$ cat src/hw/rtl/rrbd_pkg.sv
// Shared constants for the round-robin budget drain block.
// No dependencies; used by the top level and the port checker.
package rrbd_pkg;

    localparam int VALUE_W   = 46;   // load count / run budget
    localparam int REM_W     = 40;   // remaining count on results
    localparam int S_TDATA_W = 48;   // value, padded to bytes
    localparam int S_TUSER_W = 1;    // req_type
    localparam int M_TDATA_W = 40;   // remaining

    localparam logic REQ_LOAD = 1'b0;
    localparam logic REQ_RUN  = 1'b1;

endpackage

$ cat src/hw/rtl/round_robin_budget_drain_top.sv
// Round-robin budget drain: queue count store, level search and result stream.
// Depends on rrbd_pkg and rrbd_ram.
//
// Channel  | Dir | Payload                              | Marks
// ---------+-----+--------------------------------------+----------------------------
// s_       | in  | tdata[45:0] value, tuser[0] req_type | 0 = load count, 1 = run
// m_       | out | tdata[39:0] remaining                | tlast on the last queue
//
// A run does a binary search over the pass level, up to ceil(log2(largest+1))
// steps; each step sweeps the count RAM through its one read port. Results then
// stream one per cycle while m_tready is high. Reset (rst_n low, async) empties
// the store; the count RAM needs no clearing pass. s_tready is high only while
// idle. m_ sits behind an output register, so a load or a new run is taken while
// the last result still waits for m_tready.
module round_robin_budget_drain_top #(
    parameter int MAX_QUEUES  = 64,
    parameter int COUNT_WIDTH = 40
) (
    input  logic                            clk,
    input  logic                            rst_n,
    input  logic                            s_tvalid,
    output logic                            s_tready,
    input  logic [rrbd_pkg::S_TDATA_W-1:0]  s_tdata,   // [45:0] value, [47:46] zero
    input  logic [rrbd_pkg::S_TUSER_W-1:0]  s_tuser,   // [0] req_type
    output logic                            m_tvalid,
    input  logic                            m_tready,
    output logic [rrbd_pkg::M_TDATA_W-1:0]  m_tdata,   // [39:0] remaining
    output logic                            m_tlast
);
    import rrbd_pkg::*;

    localparam int AW   = (MAX_QUEUES > 1) ? $clog2(MAX_QUEUES) : 1;  // RAM address
    localparam int NW   = $clog2(MAX_QUEUES + 1);                     // queue count
    localparam int CW   = COUNT_WIDTH;
    localparam int LW   = COUNT_WIDTH + 1;                            // level bounds
    localparam int SW   = COUNT_WIDTH + NW;                           // pass cost
    localparam int CMPW = (SW > VALUE_W) ? SW : VALUE_W;

    typedef enum logic [2:0] {
        S_IDLE,
        S_STEP,     // pick mid, or finish the search
        S_SWEEP,    // accumulate min(count, mid) over the store
        S_DECIDE,   // move lo or hi
        S_EMIT      // stream results
    } state_t;

    state_t            state_reg,    state_next;
    logic [NW-1:0]     n_reg,        n_next;
    logic [CW-1:0]     largest_reg,  largest_next;
    logic [LW-1:0]     lo_reg,       lo_next;
    logic [LW-1:0]     hi_reg,       hi_next;
    logic [LW-1:0]     mid_reg,      mid_next;
    logic [SW-1:0]     cost_lo_reg,  cost_lo_next;
    logic [SW-1:0]     acc_reg,      acc_next;
    logic [VALUE_W-1:0] budget_reg,  budget_next;
    logic [VALUE_W-1:0] spare_reg,   spare_next;
    logic [NW-1:0]     rd_idx_reg,   rd_idx_next;
    logic              dv_reg,       dv_next;
    logic [NW-1:0]     em_idx_reg,   em_idx_next;
    logic              out_valid_reg, out_valid_next;
    logic [REM_W-1:0]  out_data_reg, out_data_next;
    logic              out_last_reg, out_last_next;

    // RAM ports
    logic              ram_we;
    logic [AW-1:0]     ram_waddr;
    logic [CW-1:0]     ram_wdata;
    logic              ram_re;
    logic [AW-1:0]     ram_raddr;
    logic [CW-1:0]     ram_rdata;

    // Datapath helpers
    logic [VALUE_W-1:0] value_in;
    logic [CW-1:0]      sat_cnt;
    logic [CW-1:0]      take;
    logic [LW-1:0]      diff;
    logic [NW-1:0]      em_nxt;
    logic               gt;
    logic               dec;
    logic [CW-1:0]      rem_cnt;
    logic               load_ok;

    rrbd_ram #(
        .WIDTH (CW),
        .DEPTH (MAX_QUEUES)
    ) u_counts (
        .clk   (clk),
        .we    (ram_we),
        .waddr (ram_waddr),
        .wdata (ram_wdata),
        .re    (ram_re),
        .raddr (ram_raddr),
        .rdata (ram_rdata)
    );

    assign s_tready = (state_reg == S_IDLE);
    assign m_tvalid = out_valid_reg;
    assign m_tdata  = out_data_reg;
    assign m_tlast  = out_last_reg;

    assign value_in = s_tdata[VALUE_W-1:0];
    // Counts above the store width saturate
    assign sat_cnt  = (|value_in[VALUE_W-1:CW]) ? {CW{1'b1}} : value_in[CW-1:0];

    // Sweep term: min(count, mid); mid never exceeds the largest count
    assign take = (LW'(ram_rdata) < mid_reg) ? ram_rdata : mid_reg[CW-1:0];

    assign diff   = hi_reg - lo_reg;
    assign em_nxt = em_idx_reg + NW'(1);

    // Emit: the earliest queues above the level take one leftover unit each, while spare lasts
    assign gt      = (LW'(ram_rdata) > lo_reg);
    assign dec     = gt && (spare_reg != '0);
    assign rem_cnt = gt ? (ram_rdata - lo_reg[CW-1:0] - CW'(dec)) : '0;
    assign load_ok = !out_valid_reg || m_tready;

    always_comb
    begin
        state_next     = state_reg;
        n_next         = n_reg;
        largest_next   = largest_reg;
        lo_next        = lo_reg;
        hi_next        = hi_reg;
        mid_next       = mid_reg;
        cost_lo_next   = cost_lo_reg;
        acc_next       = acc_reg;
        budget_next    = budget_reg;
        spare_next     = spare_reg;
        rd_idx_next    = rd_idx_reg;
        dv_next        = 1'b0;
        em_idx_next    = em_idx_reg;
        out_valid_next = out_valid_reg && !m_tready;
        out_data_next  = out_data_reg;
        out_last_next  = out_last_reg;

        ram_we    = 1'b0;
        ram_waddr = n_reg[AW-1:0];
        ram_wdata = sat_cnt;
        ram_re    = 1'b0;
        ram_raddr = rd_idx_reg[AW-1:0];

        unique case (state_reg)
            S_IDLE:
            begin
                if (s_tvalid)
                begin
                    if (s_tuser[0] == REQ_LOAD)
                    begin
                        if (n_reg != NW'(MAX_QUEUES))
                        begin
                            ram_we = 1'b1;
                            n_next = n_reg + NW'(1);
                            if (sat_cnt > largest_reg)
                            begin
                                largest_next = sat_cnt;
                            end
                        end
                    end
                    else if (n_reg != '0)
                    begin
                        budget_next  = value_in;
                        lo_next      = '0;
                        hi_next      = LW'(largest_reg) + LW'(1);
                        cost_lo_next = '0;
                        state_next   = S_STEP;
                    end
                end
            end

            S_STEP:
            begin
                if (diff > LW'(1))
                begin
                    mid_next    = lo_reg + (diff >> 1);
                    acc_next    = '0;
                    rd_idx_next = '0;
                    state_next  = S_SWEEP;
                end
                else
                begin
                    // Level settled: leftover budget after lo full passes
                    spare_next  = VALUE_W'(CMPW'(budget_reg) - CMPW'(cost_lo_reg));
                    ram_re      = 1'b1;
                    ram_raddr   = '0;
                    em_idx_next = '0;
                    state_next  = S_EMIT;
                end
            end

            S_SWEEP:
            begin
                ram_re = (rd_idx_reg != n_reg);
                if (ram_re)
                begin
                    rd_idx_next = rd_idx_reg + NW'(1);
                end
                dv_next = ram_re;
                if (dv_reg)
                begin
                    acc_next = acc_reg + SW'(take);
                    if (!ram_re)
                    begin
                        state_next = S_DECIDE;
                    end
                end
            end

            S_DECIDE:
            begin
                if (CMPW'(acc_reg) <= CMPW'(budget_reg))
                begin
                    lo_next      = mid_reg;
                    cost_lo_next = acc_reg;
                end
                else
                begin
                    hi_next = mid_reg;
                end
                state_next = S_STEP;
            end

            S_EMIT:
            begin
                if (load_ok)
                begin
                    out_valid_next = 1'b1;
                    out_data_next  = REM_W'(rem_cnt);
                    out_last_next  = (em_nxt == n_reg);
                    if (dec)
                    begin
                        spare_next = spare_reg - VALUE_W'(1);
                    end
                    if (em_nxt == n_reg)
                    begin
                        state_next = S_IDLE;
                    end
                    else
                    begin
                        // RAM data holds until this read replaces it
                        em_idx_next = em_nxt;
                        ram_re      = 1'b1;
                        ram_raddr   = em_nxt[AW-1:0];
                    end
                end
            end

            default:
            begin
                state_next = S_IDLE;
            end
        endcase
    end

    always_ff @(posedge clk or negedge rst_n)
    begin
        if (!rst_n)
        begin
            state_reg     <= S_IDLE;
            n_reg         <= '0;
            largest_reg   <= '0;
            lo_reg        <= '0;
            hi_reg        <= '0;
            mid_reg       <= '0;
            cost_lo_reg   <= '0;
            acc_reg       <= '0;
            budget_reg    <= '0;
            spare_reg     <= '0;
            rd_idx_reg    <= '0;
            dv_reg        <= 1'b0;
            em_idx_reg    <= '0;
            out_valid_reg <= 1'b0;
            out_data_reg  <= '0;
            out_last_reg  <= 1'b0;
        end
        else
        begin
            state_reg     <= state_next;
            n_reg         <= n_next;
            largest_reg   <= largest_next;
            lo_reg        <= lo_next;
            hi_reg        <= hi_next;
            mid_reg       <= mid_next;
            cost_lo_reg   <= cost_lo_next;
            acc_reg       <= acc_next;
            budget_reg    <= budget_next;
            spare_reg     <= spare_next;
            rd_idx_reg    <= rd_idx_next;
            dv_reg        <= dv_next;
            em_idx_reg    <= em_idx_next;
            out_valid_reg <= out_valid_next;
            out_data_reg  <= out_data_next;
            out_last_reg  <= out_last_next;
        end
    end

endmodule

$ cat src/hw/rtl/rrbd_ram.sv
// Generic single-write, single-read RAM with registered read data.
// Read data holds when no read is issued. No dependencies.
module rrbd_ram #(
    parameter int WIDTH = 40,
    parameter int DEPTH = 64
) (
    input  logic                                     clk,
    input  logic                                     we,
    input  logic [((DEPTH > 1) ? $clog2(DEPTH) : 1)-1:0] waddr,
    input  logic [WIDTH-1:0]                         wdata,
    input  logic                                     re,
    input  logic [((DEPTH > 1) ? $clog2(DEPTH) : 1)-1:0] raddr,
    output logic [WIDTH-1:0]                         rdata
);

    logic [WIDTH-1:0] mem [DEPTH];

    always_ff @(posedge clk)
    begin
        if (we)
        begin
            mem[waddr] <= wdata;
        end
        if (re)
        begin
            rdata <= mem[raddr];
        end
    end

endmodule

$ cat config.mk
export PLATFORM = sky130hd
export DESIGN_NAME = round_robin_budget_drain_top
export DESIGN_NICKNAME = d
export VERILOG_FILES = /design/src/hw/rtl/rrbd_pkg.sv /design/src/hw/rtl/round_robin_budget_drain_top.sv /design/src/hw/rtl/rrbd_ram.sv
export SDC_FILE = /design/constraint.sdc
export NUM_CORES = 2
export LEC_CHECK = 0
export BUFFER_PORTS_ARGS = -buffer_cell sky130_fd_sc_hd__buf_2
export CELL_PAD_IN_SITES_DETAIL_PLACEMENT = 1
export CELL_PAD_IN_SITES_GLOBAL_PLACEMENT = 1
export CORE_ASPECT_RATIO = 2
export CORE_UTILIZATION = 37
export CTS_CLUSTER_SIZE = 8
export DETAILED_ROUTE_END_ITERATION = 12
export PLACE_DENSITY_LB_ADDON = 0.1
export SLEW_MARGIN = 20
export SYNTH_ARGS = -nofsm -noshare
export SYNTH_HDL_FRONTEND = slang
export SYNTH_SLANG_ARGS = --single-unit
$ cat constraint.sdc
create_clock -name clk -period 7.3 [get_ports clk]
set_input_delay 0 -clock clk [delete_from_list [all_inputs] [get_ports clk]]
set_output_delay 0 -clock clk [all_outputs]
set_load 0.005 [all_outputs]
==> results_dict.tcl <==
set metrics [dict create \
    status "finished, final reports clean" \
    port_buffers 93 \
    syn-cell-area_um2 134000 \
    die_h_um 853 \
    htreeDepth 5 \
    period_minus_slack_ns 7.23 \
    yosys_register_bits 3015 \
    ys_seq_area_share_pct 66.0 \
    slew_viol_final 0 \
    syn_nets 11100 \
    overflow 0 \
    crit_arrival_ns 7.93 \
    detail_route.iter0.violations 6979 \
    io_pins 96 \
    critPathMaxStageDelay_ns 0.50 \
    synth_edf_count 2600 \
    grt_pass1_wl_um 773000 \
    tritoncts "done" \
    wl_per_cell_um 33.2 \
    worst-slew-pin-transition_ns 1.18 \
    yosysMostFrequentCell "edfxtp_1" \
    ir_drop_uv 210 \
    antenna_found_initial 33 \
    totalWireLength_um 557000 \
    cts_root_buffer "clkbuf_16" \
    hold_violations 0 \
    leakage_nw 64.4 \
    place.gp.congestion 0.948 \
    startpoint_type "flip-flop" \
    ys.flop_type "edfxtp_1" \
    fin_worst_skew_ns 0.102 \
    use_met1_pct 30.7 \
    clk_pin_slew_ns 0.05 \
    clk_latency_ns 0.99 \
    period_share_pct 99.0 \
    viasPerCell 5.72 \
    crit_top_cell "buf_4" \
    netlist_instances 10600 \
    setup_viol 0 \
    start_util_pct 37.1 \
    grtUsageTotal_pct 30.1 \
    ys_warn_count 0 \
    cts_buffers 419 \
    async_reset_ff_share_pct 13.8 \
    drive_gt1_share_pct 17.5 \
    cp_max_fo 18 \
    yosysTopAreaCell "edfxtp_1" \
    cp_slowest_cell "or3_1" \
    drt_pass1_iterations 5 \
    grt.busiest_layer "met2" \
    ant_nets 0 \
    clock_path_buffers 4 \
    drc_errors 0 \
    coreArea_um2 361000 \
    synth_common_cells "edfxtp_1 (2,600), nand2_1 (1,717), mux2i_1 (680)" \
    nFillCells 37000 \
    setup.worst_path.class "reg2reg" \
    maxSlewHeadroom_pct 21.5 \
    nNetsFinal 12400 \
    grt_start_max_net_pins 108 \
    synthToLayoutAreaGrowth_pct 21.4 \
    dieArea_um2 365000 \
    clock_sinks 3015 \
    fmax_mhz 138 \
    r2r_slack_ns 0.07 \
    required_ns 8.00 \
    worstSetupEndpointType "flip-flop" \
    final.setup.tns_ns 0 \
    power_mw 36.5 \
    synth_top_area_share_pct 58.3 \
    powerDensity_nw_per_um2 224 \
    largest_reg_flops 2560 \
    hp-class "in2reg" \
    met3_usage_pct 3.64 \
    rows 312 \
    synth.distinct_cells 90 \
    rsz0062_at_grt "yes" \
    first_global_vias 103000 \
    syn_area_per_cell_um2 12.6 \
    vias 95900 \
    place_hpwl_um 386000 \
    grt_use_met2_pct 56.5 \
    yosys-top-cells-area "edfxtp_1 (58%), dfrtp_1 (7.8%), mux2i_1 (5.1%), nand2_1 (4.8%), ha_1 (3.8%)" \
    cap_violations 0 \
    die_w_um 428 \
]
[cells by family (layout without fill, tap and decap cells)]
family	count (synthesis)	after routing	share of synthesized area (%)
simple gates	3259	3259	10.9
fa+ha+maj	416	416	3.92
compound gates	2008	2008	9.12
mux	726	726	5.47
flops	3015	3015	66.0
buf+inv	933	2375	2.97
other cells	0	17	0
xor+xnor	242	242	1.58
[placed cells by master (no fill, tap or decap), types with 58 or more instances in the layout]
cell and count:
nand2b_1 58, buf_4 1117, nand3_1 445, buf_12 139, buf_2 92, a21oi_1 586, and3_1 68, nand2_1 1708
nor4_1 77, a21o_1 101, ha_1 409, dlygate4sd3_1 98, o22ai_1 277, o31ai_1 82, xor2_1 80, clkbuf_1 78
nand4_1 162, nor3_1 91, edfxtp_1 2600, dfrtp_1 415, xnor2_1 158, mux2i_1 680, nor2_4 68, nor2_1 293
a32oi_1 66, inv_1 395, o21ai_0 487, clkbuf_16 426
[worst max-delay path, delay by kind of cell, from the launching register on]
family | cells | cell delay (ns)
flip-flops | 1 | 0.34
buffers and inverters | 12 | 2.41
adder cells (fa/ha/maj) | 1 | 0.34
AND/OR/NAND/NOR | 7 | 1.86
XOR/XNOR | 1 | 0.32
AO/OA/AOI/OAI | 8 | 1.60
[area by class of cell]
type,instances,area [µm²],share of cell area [%]
Sequential cell,3015,88500,54.4
Antenna cell,17,42.5,0.0261
Tap cell,4710,5890,3.62
Timing Repair Buffer,1457,12800,7.87
Clock inverter,17,270,0.166
Multi-Input combinational cell,6651,42800,26.3
Inverter,398,1500,0.920
Clock buffer,503,10900,6.72
[worst paths after layout]
check,start,to,cells after the start
min in group asynchronous,rst_n,spare_reg[32],4
min reg2reg,m_tdata[29],m_tdata[29],2
max in group asynchronous,rst_n,lo_reg[37],5
min,m_tready,m_tvalid,4
max,lo_reg[11],u_counts.rdata[35],29
max reg2reg,lo_reg[11],u_counts.rdata[35],29
[power breakdown]
part | leakage [nW] | internal [mW] | switching [mW]
Clock | 5.45 | 10.3 | 7.44
Sequential | 35.6 | 18.5 | 0.0000000000000000174
Combinational | 23.4 | 0.0603 | 0.135
Total | 64.4 | 28.9 | 7.57
[metal layers]
layer | up-vias | share of wire (%) | wire length, µm
met3 | 1152 | 4.0 | 22000
met2 | 2671 | 54 | 300000
li1 | 41800 | - | -
met4 | 16 | 7.7 | 43100
met1 | 50200 | 34 | 191000
met5 | - | 0.019 | 105
[what timing repair did]
| item | 4_1_cts | 5_1_grt |
|---|---|---|
| resized for setup | 67 | 55 |
| buffers inserted | 14 | 17 |
| hold buffers | 99 | 0 |
| endpoints found under the setup margin | 55 | 33 |
| pin swaps | 22 | 30 |
| cloned | 0 | 1 |
| endpoints found under the hold margin | 340 | 0 |
[through the flow]
step / cell area, µm² / utilization (%) / instances / hold WS, ns / setup WS, ns
global placement: 150000 / 41.5 / 16100 / 0.0320 / -1.69
finish: 163000 / 45.1 / 16800 / 0.183 / 0.0701
detailed placement: 150000 / 41.5 / 16100 / 0.0454 / -1.39
CTS: 162000 / 45.0 / 16700 / 0.137 / 0.00251
floorplan: 134000 / - / 10600 / -0.296 / 0.394
global route: 163000 / 45.1 / 16800 / 0.220 / -0.158
Note: power is estimated with default switching activity, not from simulation.
